--- config.mk ---
export PLATFORM = sky130hd
export DESIGN_NAME = sfc_plane_lane
export DESIGN_NICKNAME = d
export VERILOG_FILES = /design/src/rtl/core/sfc_pkg.sv /design/src/rtl/core/sfc_plane_lane.sv
export SDC_FILE = /design/constraint.sdc
export NUM_CORES = 2
export LEC_CHECK = 0
export BUFFER_PORTS_ARGS = -buffer_cell sky130_fd_sc_hd__buf_2
export CAP_MARGIN = 20
export CORE_MARGIN = 2
export CORE_UTILIZATION = 25
export DETAILED_ROUTE_END_ITERATION = 12
export PLACE_DENSITY = 0.45
export SETUP_SLACK_MARGIN = 0.15
export SYNTH_ARGS = -nofsm -noshare
export SYNTH_HDL_FRONTEND = slang
export SYNTH_SLANG_ARGS = --single-unit
--- constraint.sdc ---
create_clock -name vclk -period 24.8
set_clock_uncertainty 0.05 [all_clocks]
set_input_delay 7.44 -clock vclk [all_inputs]
set_output_delay 7.44 -clock vclk [all_outputs]
set_load 0.05 [all_outputs]
--- src/rtl/core/sfc_pkg.sv ---
`default_nettype none

package sfc_pkg;

	localparam int COORD_W    = 16;
	localparam int FRAC_BITS  = 14;
	// 3 products of 16x16 plus (d + r) << 14 stay within 2^32 in magnitude
	localparam int SUM_W      = 34;
	localparam int SIDE_FIRST = 2;
	localparam int PLANE_W    = 64;

	typedef logic signed [COORD_W-1:0] coord_t;

	// packed register layout: d in 63:48, nz 47:32, ny 31:16, nx 15:0
	typedef struct packed {
		coord_t d;
		coord_t nz;
		coord_t ny;
		coord_t nx;
	} plane_t;

	typedef struct packed {
		coord_t cx;
		coord_t cy;
		coord_t cz;
		coord_t r;
	} sphere_t;

endpackage

`default_nettype wire

--- src/rtl/core/sfc_plane_lane.sv ---
`default_nettype none

module sfc_plane_lane (
	input  wire sfc_pkg::plane_t  plane,
	input  wire sfc_pkg::sphere_t sphere,
	output logic                  culls
);
	import sfc_pkg::*;

	logic signed [2*COORD_W-1:0] px, py, pz;
	logic signed [COORD_W:0]     dr;
	logic signed [SUM_W-1:0]     dr_ext;
	logic signed [SUM_W-1:0]     sum;

	assign px     = plane.nx * sphere.cx;
	assign py     = plane.ny * sphere.cy;
	assign pz     = plane.nz * sphere.cz;
	assign dr     = (COORD_W+1)'(plane.d) + (COORD_W+1)'(sphere.r);
	assign dr_ext = SUM_W'(dr) <<< FRAC_BITS;
	assign sum    = SUM_W'(px) + SUM_W'(py) + SUM_W'(pz) + dr_ext;

	// outside the plane when the scaled distance plus radius is negative
	assign culls = sum[SUM_W-1];

endmodule

`default_nettype wire

Yosys cells after proc, flatten, opt, wreduce, memory -nomap -nowiden

Cells that the tools add are included.

Add/subtract/negate cells: 4
Multiply operators: 3

Operators by type and width:

| kind                         | count |
|---|---|
| multiplier 16 x 16 -> 32 bit | 3 |
| adder 33 x 32 -> 34 bit      | 1 |
| adder 34 x 31 -> 34 bit      | 1 |
| adder 32 x 32 -> 33 bit      | 1 |
| adder 16 x 16 -> 17 bit      | 1 |

Flip-flop bits (word level): 0
Input bits: 128
Output and inout port bits: 1
Word-level logic and storage cells: 7

Longest topological paths before layout

Depth in word-level cells: 4
Gate-level depth with buffers: 31
Mapped depth without buffers: 31

Worst setup path before layout

Ideal clock, no wire load.

Path type: input port to output port
Start point: input port plane[48] (netlist name)
End point: output port culls
Data arrival time: 15.093 ns
Required time: 17.310 ns
Slack: 2.217 ns
Stages on the path: 28
Buffers on the path: 0
Path through: ha_1 inv_1 fa_1 nor2b_4 o31a_4 o221ai_4 a31oi_2 a211oi_2 nor2b_1 a2bb2oi_1 fa_1 fa_1 inv_1 fa_1 fa_1 fa_1 inv_1 fa_1 fa_1 fa_1 inv_1 ha_1 and4_1 nand2_1 nor4_1 o311a_1 nor3_1 xnor2_1

Cells in the longest elaborated chain, start to end: 2

Ends and longest elaborated chain:

| what                    | RTL line             | source |
|---|---|---|
| start: declaration      | sfc_plane_lane.sv:4  | `input wire sfc_pkg::plane_t plane,` |
| adder 16 x 16 -> 17 bit | sfc_plane_lane.sv:18 | `assign dr = (COORD_W+1)'(plane.d) + (COORD_W+1)'(sphere.r);` |
| adder 34 x 31 -> 34 bit | sfc_plane_lane.sv:20 | `assign sum = SUM_W'(px) + SUM_W'(py) + SUM_W'(pz) + dr_ext;` |
| end: declaration        | sfc_plane_lane.sv:6  | `output logic culls` |

No other way between the ends.

Worst setup path in the final report

Same ends and word-level chain as after synthesis.

==> metrics.md <==
| Metric | Value |
|---|---|
| Setup Viol. Count Final | `0` |
| Final Hold Violating Endpoints | `0` |
| Synthesized Nets | `approximately 4,500` |
| Max incr delay on CP | `roughly 660 ps` |
| Worst setup EP type | `output pin` |
| Largest net degree at the start of global routing | `18` |
| Most frequent CP cell | `fa_1` |
| CP Max Fanout | `3` |
| DR vias/cell | `approximately 4.0` |
| Slowest cell on crit path | `fa_1` |
| Post_cts resized | `0` |
| Fin crit period | `23,200 ps` |
| Vias in the first global route | `between 20,000 and 25,000` |
| DRT iter0 DRCs | `between 700 and 800` |
| Final WL | `84,200 um` |
| Initial antenna violation count | `25` |
| Core ar. | `0.122 mm2` |
| Routed Antenna Nets | `0` |
| Mapped Cells | `approximately 3,200` |
| Most frequent cells in the layout | `1,021 x inv_1, 959 x fa_1, 382 x nand2_1` |
| Critical Path Sink | `culls` |
| Min-delay src | `plane[0]` |
| Row Count | `128` |
| Critical path arrival | `roughly 16,000 ps` |
| Pre-CTS setup slack | `about 1400 ps` |
| Commonest non-fill, non-tap cell in the layout | `inv_1` |
| Run status | `completed` |
| Post-CTS Setup Inserts | `0` |
| Count of cell types in the netlist | `38` |
| Initial DRT Pass Iterations | `5` |
| RSZ-0062 raised after global routing | `false` |
| Port Buf Inserts | `about 130` |
| Multi-input gate area | `0.0266 mm2` |
| Initial Util | `approximately 25%` |
| Die Ht | `355 um` |
| Total gr overflow | `0` |
| Fmax | `about 43 MHz` |
| Synth warn | `0` |
| Nets | `about 4,500` |
| CP Launch Point | `plane[48]` |
| MaxCap Viol Count | `0` |
| Layout fillers | `roughly 13,000` |
| Storage cell area | `0 um2` |
| Post-DP HPWL | `a little under 80,000 um` |
| Die area | `0.126 mm2` |
| Setup_tns | `0 ps` |
| Clk_buf instances | `0` |
| Synth Cell Area | `between 0.03 and 0.04 mm2` |
| HP Class | `input pin to output pin` |
| PnR worst setup slack | `around 1600 ps` |
| Hold_buf cts | `0` |
| Mean Syn Cell Area | `approximately 9.7 um2` |
| Area Overhead vs Synth | `7.63%` |
| Slew Viols, Final | `0` |
| WL/cell | `about 17 um` |
| Die X-Extent | `approximately 360 um` |
| Sequential share of the synthesized area | `0%` |
| DRC violations left | `0` |
| Worst Tran Pin Value | `820 ps` |
| Final Cycle Share | `93.6%` |
| Worst setup SP type | `input pin` |
| First-pass GRT wire length | `around 140,000 um` |
| Slew Limit Headroom | `45.2%` |
| Ports | `~130` |
| Seq_cells | `0` |
| DR vias | `~20,000` |
| All-Layer GR Usage | `between 10 and 15%` |
| Placer Congestion | `0.794` |
| Hold slack | `16,700 ps` |
| Layout cells sized above 1 | `approximately 4.4%` |
| Kind of critical path | `input pin to output pin` |
| Worst EP required | `17,310 ps` |
worst max-delay path: cells and delay by family:
family / cells / cell delay, ps
compound gates: 6 / 1210
simple gates: 7 / 1220
buf+inv: 6 / 560
fa+ha+maj: 11 / 5080
xor+xnor: 1 / 170
logic make-up after synthesis:
family          count (synthesis)  share of synthesized area, %
compound gates                 58                          1.37
xor+xnor                       35                         0.994
fa+ha+maj                    1169                          70.8
buf+inv                      1118                          13.6
simple gates                  808                          13.2
metrics by stage:
stage	instances	utilization, %	area, um2
finish	4852	27.2	33200
floorplan	3188	-	30800
global placement	4848	27.2	33200
CTS	4848	27.2	33200
global route	4848	27.2	33200
detailed placement	4848	27.2	33200
cells in the mapped netlist, types with 2 or more instances:
cell type     n  area, um2
xor2_1       10       87.6
inv_1      1021       3830
a221oi_1      2       17.5
o21a_1        5       37.5
o21ai_0      10       50.1
nand2b_1     20        125
and4_1        2       17.5
ha_1        210       2630
o211ai_1      2       15.0
nand4_1       5       31.3
nor2_1       16       60.1
a21oi_1      16       80.1
nand3_1       4       20.0
or3_1         2       12.5
nand2_1     382       1430
fa_1        959      19200
clkbuf_1     96        360
nor2b_1      21        131
a211oi_1      4       30.0
xnor2_1      25        219
and2_1      350       2190
a21o_1       10       75.1
worst min path at each step:
stage | end | slack (ps) | cells after the start
floorplan | culls | 15900 | 7
finish | culls | 16700 | 9
global route | culls | 16820 | 9
detailed placement | culls | 16840 | 11
CTS | culls | 16830 | 11
global placement | culls | 16780 | 11
layer usage:
metal | GRT usage [%] | part of all wire, % | vias up | routed length (um)
met5 | 0 | 0.18 | - | 151
met1 | 20.8 | 49 | 10500 | 41600
li1 | - | - | 8845 | -
met2 | 22.9 | 46 | 261 | 38700
met3 | 1.55 | 3.9 | 51 | 3320
met4 | 0.542 | 0.49 | 26 | 410
area by class of cell:
cell class / instances / share of cell area (%)
multi-input combinational: 2070 / 80.3
inverter: 1021 / 11.6
tap: 1625 / 6.13
timing repair buffer: 132 / 2.01
antenna: 4 / 0.0302
Power is left out: the tool's default activity adds up to more than one toggle a clock period on the data nets, which glitch-free logic cannot reach.
