[config.mk]
export PLATFORM = sky130hd
export DESIGN_NAME = sfc_plane_regs
export DESIGN_NICKNAME = d
export VERILOG_FILES = /design/src/rtl/core/sfc_pkg.sv /design/src/rtl/core/sfc_plane_regs.sv
export SDC_FILE = /design/constraint.sdc
export NUM_CORES = 1
export LEC_CHECK = 0
export BUFFER_PORTS_ARGS = -buffer_cell sky130_fd_sc_hd__buf_2
export CORE_ASPECT_RATIO = 0.8
export CORE_MARGIN = 3
export CORE_UTILIZATION = 47
export CTS_CLUSTER_SIZE = 28
export DETAILED_ROUTE_END_ITERATION = 16
export PLACE_DENSITY = 0.83
export SLEW_MARGIN = 25
export SYNTH_ARGS = -nofsm -noshare
export SYNTH_HDL_FRONTEND = slang
export SYNTH_SLANG_ARGS = --single-unit
[constraint.sdc]
create_clock -name clk -period 1.5 [get_ports clk]
set_input_delay 0.225 -clock clk [delete_from_list [all_inputs] [get_ports clk]]
set_output_delay 0.225 -clock clk [all_outputs]
set_load 0.02 [all_outputs]
[src/rtl/core/sfc_pkg.sv]
`default_nettype none

package sfc_pkg;

	localparam int COORD_W    = 16;
	localparam int FRAC_BITS  = 14;
	// 3 products of 16x16 plus (d + r) << 14 stay within 2^32 in magnitude
	localparam int SUM_W      = 34;
	localparam int SIDE_FIRST = 2;
	localparam int PLANE_W    = 64;

	typedef logic signed [COORD_W-1:0] coord_t;

	// packed register layout: d in 63:48, nz 47:32, ny 31:16, nx 15:0
	typedef struct packed {
		coord_t d;
		coord_t nz;
		coord_t ny;
		coord_t nx;
	} plane_t;

	typedef struct packed {
		coord_t cx;
		coord_t cy;
		coord_t cz;
		coord_t r;
	} sphere_t;

endpackage

`default_nettype wire

[src/rtl/core/sfc_plane_regs.sv]
`default_nettype none

module sfc_plane_regs #(
	parameter int PLANE_COUNT = 6,
	parameter int ADDR_W      = 6
) (
	input  wire logic                        clk,
	input  wire logic                        arst_n,
	input  wire logic                        psel,
	input  wire logic                        penable,
	input  wire logic                        pwrite,
	input  wire logic [ADDR_W-1:0]           paddr,
	input  wire logic [sfc_pkg::PLANE_W-1:0] pwdata,
	output logic      [sfc_pkg::PLANE_W-1:0] prdata,
	output logic                             pready,
	output sfc_pkg::plane_t                  planes [PLANE_COUNT]
);
	import sfc_pkg::*;

	localparam int IDX_W = ADDR_W - 3;

	logic [IDX_W-1:0] idx;
	logic             wr_en;
	plane_t           plane_q [PLANE_COUNT];

	assign idx    = paddr[ADDR_W-1:3];
	assign wr_en  = psel && penable && pwrite;
	assign pready = 1'b1;

	always_ff @(posedge clk or negedge arst_n) begin
		if (!arst_n) begin
			for (int i = 0; i < PLANE_COUNT; i++) begin
				plane_q[i] <= '0;
			end
		end else if (wr_en) begin
			for (int i = 0; i < PLANE_COUNT; i++) begin
				if (idx == IDX_W'(i)) begin
					plane_q[i] <= plane_t'(pwdata);
				end
			end
		end
	end

	always_comb begin
		prdata = '0;
		for (int i = 0; i < PLANE_COUNT; i++) begin
			if (idx == IDX_W'(i)) begin
				prdata = PLANE_W'(plane_q[i]);
			end
		end
	end

	assign planes = plane_q;

endmodule

`default_nettype wire

After elaboration in Yosys (flattened, before gate mapping)
Cells that the tools add are included.
{"block": "op_classes", "eq_ne": 5, "mux": 6, "reduce_logical": 9}
{"cell": "$mux W64", "count": 6}
{"cell": "$reduce_and A2 Y1", "count": 6}
{"cell": "$eq A3 B2 Y1 const B", "count": 2}
{"cell": "$eq A3 B3 Y1 const B", "count": 2}
{"cell": "$eq A3 B1 Y1 const B", "count": 1}
{"cell": "$logic_not A3 Y1", "count": 1}
{"cell": "$logic_and A1 B1 Y1", "count": 2}
{"block": "totals", "reg_bits": 384, "input_bits": 75, "output_inout_bits": 449, "word_cells": 44}

Longest topological paths before layout
{"block": "logic_depth", "depth_word": 7, "ltp_mapped": 6, "depth_no_buf": 3}

Least setup slack after synthesis
Ideal clock, no wire load.
{"block": "synth_path", "path_kind": "input to output", "from": "input port paddr[4]", "to": "output port prdata[57] (netlist name)", "t_arrival_ns": 1.531, "t_required_ns": 1.275, "path_slack_ns": -0.256, "stages": 6, "path_buffers": 3, "path_cell_list": "buf_2 -> clkbuf_1 -> clkbuf_1 -> nand3b_1 -> o21a_1 -> o221ai_1"}
{"block": "synth_between", "elab_chain_len": 7, "word_cells_on_any_way": 12, "classes_between": "eq/ne (5); mux (6); reduce/logical (1)"}
{"element": "from (decl)", "line_no": "sfc_plane_regs.sv:12", "rtl": "input wire logic [ADDR_W-1:0] paddr,"}
{"element": "$logic_not A3 Y1", "line_no": "sfc_plane_regs.sv:47", "rtl": "if (idx == IDX_W'(i)) begin"}
{"element": "$mux W64 (5 in series)", "line_no": "sfc_plane_regs.sv:47"}
{"element": "$mux W64 (*)", "line_no": "sfc_plane_regs.sv:47"}
{"element": "to (decl)", "line_no": "sfc_plane_regs.sv:14", "rtl": "output logic [sfc_pkg::PLANE_W-1:0] prdata,"}
Every way passes the cells marked *; elsewhere a longest branch is shown, timed or not.

Worst setup path after layout
{"block": "layout_path", "from": "register plane_q, in the netlist planes[345]", "to": "output port prdata[25] (netlist name)"}
{"block": "layout_between", "elab_chain_len": 6}
{"element": "from (decl)", "line_no": "sfc_plane_regs.sv:24", "rtl": "plane_t plane_q [PLANE_COUNT];"}
{"element": "from (signal, indexed assignment)", "line_no": "sfc_plane_regs.sv:38", "rtl": "plane_q[i] <= plane_t'(pwdata);"}
{"element": "$mux W64 (6 in series)", "line_no": "sfc_plane_regs.sv:47"}
Every way passes these cells.

==> key figures <==
Layout
  • Fin cells: 2,520
  • Fill count: 2,383
  • Post-route core utilization: 69.0%
  • Layout cells sized above 1: 62.3%
  • Max reg flops: 384
  • Nets: 2,081
  • Final instance area: 25,700 sq um
  • Reg area: 9610 sq um
  • Multi-input logic area: 8370 sq um
  • P&R area growth vs syn: 44.0%

Worst setup path
  • R2R Path Start: planes[296]$_DFFE_PN0P_
  • Crit. End Element: output port
  • Critical R2R Capture: planes[296]$_DFFE_PN0P_
  • WS Path Type: flip-flop to output port
  • R2R cell count: 3
  • Arrival @ worst endpoint: 1.64 ns
  • CP Max Fanout: 2
  • Register-to-register setup slack: 0.45 ns
  • Worst Path Required: 1.27 ns
  • Worst setup SP type: flip-flop

STA
  • Tcrit/Tclk final: 124%
  • Max Freq: 0.536 GHz
  • Fin. max-slew vios: 0
  • Hold Fails Final Rpt: 0
  • Setup ws final: -0.365 ns
  • Fin crit period: 1.86 ns
  • Worst-Margin Slew: 0.507 ns
  • Hold slack: 0.0287 ns
  • Relative slew slack: 66.2%
  • Final clock skew: 0 ns
  • Final setup fails: 81
  • Post-route setup TNS: -15.58 ns
  • RSZ-0062 raised after global routing: yes

Run
  • Max cap viols: 0

Hold path
  • WHS Endpoint: planes[76]$_DFFE_PN0P_
  • HP Start: pwdata[12]
  • Worst Hold Class: input pin to flip-flop
  • Worst hold stages: 2

Routing
  • Initial DRC count: 986
  • Post-DRT Antenna Nets: 0
  • Vias: 14,600
  • Router iterations before antenna repair: 5
  • Routed WL: 61.7 mm
  • DR DRC count: 0
  • DR vias/cell: 5.79
  • Wire per inst: 24.5 um

Floorplanning
  • Ports: 524
  • Die width: 224 um
  • Starting Density: 47.9%
  • Core footprint: 37,300 sq um
  • Full die area: 40,400 sq um
  • Die Ht: 180 um
  • Row count: 63

Synthesis
  • Post-Syn Area per Cell: 14.1 sq um
  • Post-synth top cells: dfrtp_1, mux2_2, mux2i_1, nand2_1
  • Async S/R FF share, synth: 100%
  • Most common cell in the netlist: dfrtp_1
  • Ys flop type: dfrtp_1
  • Largest family of logic cells by synthesized area: multiplexers
  • Cell taking the most area after synthesis: dfrtp_1
  • Post-Syn Area: 17,900 sq um
  • Seq/Total Area, Yosys: 53.8%
  • Synth Register Bits: 384
  • Yosys warns: 0
  • Distinct cells, synth: 24
  • Post-synthesis mux area share: 32.7%
  • Simple-gate share of the synthesized area: 4.62%
  • Xor/xnor share of the synthesized area: 0%
  • Mapped Nets: 1,337
  • Synth area leaders: dfrtp_1, mux2_2, mux2i_1, mux2_4, o221ai_1
  • Number of synthesized flops with an enable pin: 0
  • Post-synth top area share: 53.8%
  • Post-Syn Instances: 1,262
  • Synth Area in Adders: 0%
  • Post-synthesis compound-gate area fraction: 5.83%

GRT
  • Vias in the first global route: 15,600
  • Largest net degree at the start of global routing: 53
  • First-pass GRT wire length: 93.7 mm
  • Antenna violations before repair: 1
  • GR Util All Layers: 29.7%
  • Grt total ovfl: 0

CTS
  • CTS clk-pin slew, worst paths: 0.06 ns
  • H-Tree Level Count: 2
  • Clock tree buffer depth: 3
  • Worst skew pair latency: 0.52 ns
  • Clk sinks: 384
  • CTS tree: yes
  • CTS Root Cell: clkbuf_16
  • CTS Buf Count: 39

Place
  • Post-Place Cell Area: 22,400 sq um
  • Placed Cells: 2,265
  • Detailed Place HPWL: 39.9 mm
  • GP Congestion: 0.877
  • I/O Buffers: 519
  • Dpl ws: -0.300 ns

Power
  • Pwr Total: 36.8 mW
  • Power density over the cells: 1430 nW/um^2
  • Leakage: 12.8 nW
  • Maximum VDD drop: 0.00122 V

Outcome
  • Outcome: finished, violations left
  • Failing checks: setup timing
## final cells by class
type | count | area share (%)
clock inverters | 8 | 0.496
well taps | 487 | 2.37
clock buffers | 59 | 4.60
flip-flops and latches | 384 | 37.4
multi-input cells | 781 | 32.6
diodes | 1 | 0.00973
repair buffers | 800 | 22.6
## critical path, stage by stage (launching register included)
cell and delay (ns):
dfrtp_1 0.39, mux2i_2 0.25, o21a_1 0.21, o221ai_4 0.11, buf_6 0.16
## where the power goes
group          total [mW]  internal (mW)  switching, mW
Clock                10.1           5.97           4.10
Combinational        12.7           5.76           6.91
Sequential           14.1           12.4           1.73
Total                36.8           24.1           12.7
## logic make-up (layout without fill, tap and decap cells)
family                 after synthesis  in the layout
AND/OR/NAND/NOR                    140            140
other                                1              2
buffers and inverters               97            867
multiplexers                       512            512
AO/OA/AOI/OAI                      128            128
flip-flops                         384            384
## cells in the final DEF, fill, tap and decap left out, drive strengths merged, types with 2 or more instances in the layout
cell type and count:
nand3b 64, buf 754, bufinv 3, nand2 65
mux2i 128, nor2 3, o21a 64, clkinv 2
clkbuf 59, dlygate4sd3 46, inv 2, nand2b 2
o221ai 64, dfrtp 384, mux2 384
## timing repair
action / in CTS / in global routing
pin swaps: 41 / 30
resized for setup: 94 / 54
hold buffers: 46 / 0
setup endpoints to repair: 64 / 68
endpoints found under the hold margin: 276 / 0
setup buffers: 114 / 31
## worst max path at each step
| stage | startpoint | end | depth (start not counted) |
|---|---|---|---|
| 3_3_place_gp | paddr[3] | prdata[25] | 6 |
| 2_1_floorplan | paddr[3] | prdata[11] | 6 |
| 3_5_place_dp | paddr[5] | planes[120]$_DFFE_PN0P_ | 7 |
| 5_1_grt | planes[281]$_DFFE_PN0P_ | prdata[25] | 4 |
| 4_1_cts | planes[345]$_DFFE_PN0P_ | prdata[25] | 4 |
| 6_report | planes[345]$_DFFE_PN0P_ | prdata[25] | 4 |
## layer usage
layer  track usage (%)  vias to the layer above  part of all wire, %
met5                 0                        -                    0
met4              13.2                        0                  4.6
met3              6.64                      179                  6.8
met2              49.9                      679                   50
met1              36.7                     7586                   39
li1                  -                     6139                    -
No activity file was read; power rests on OpenSTA's default activity.
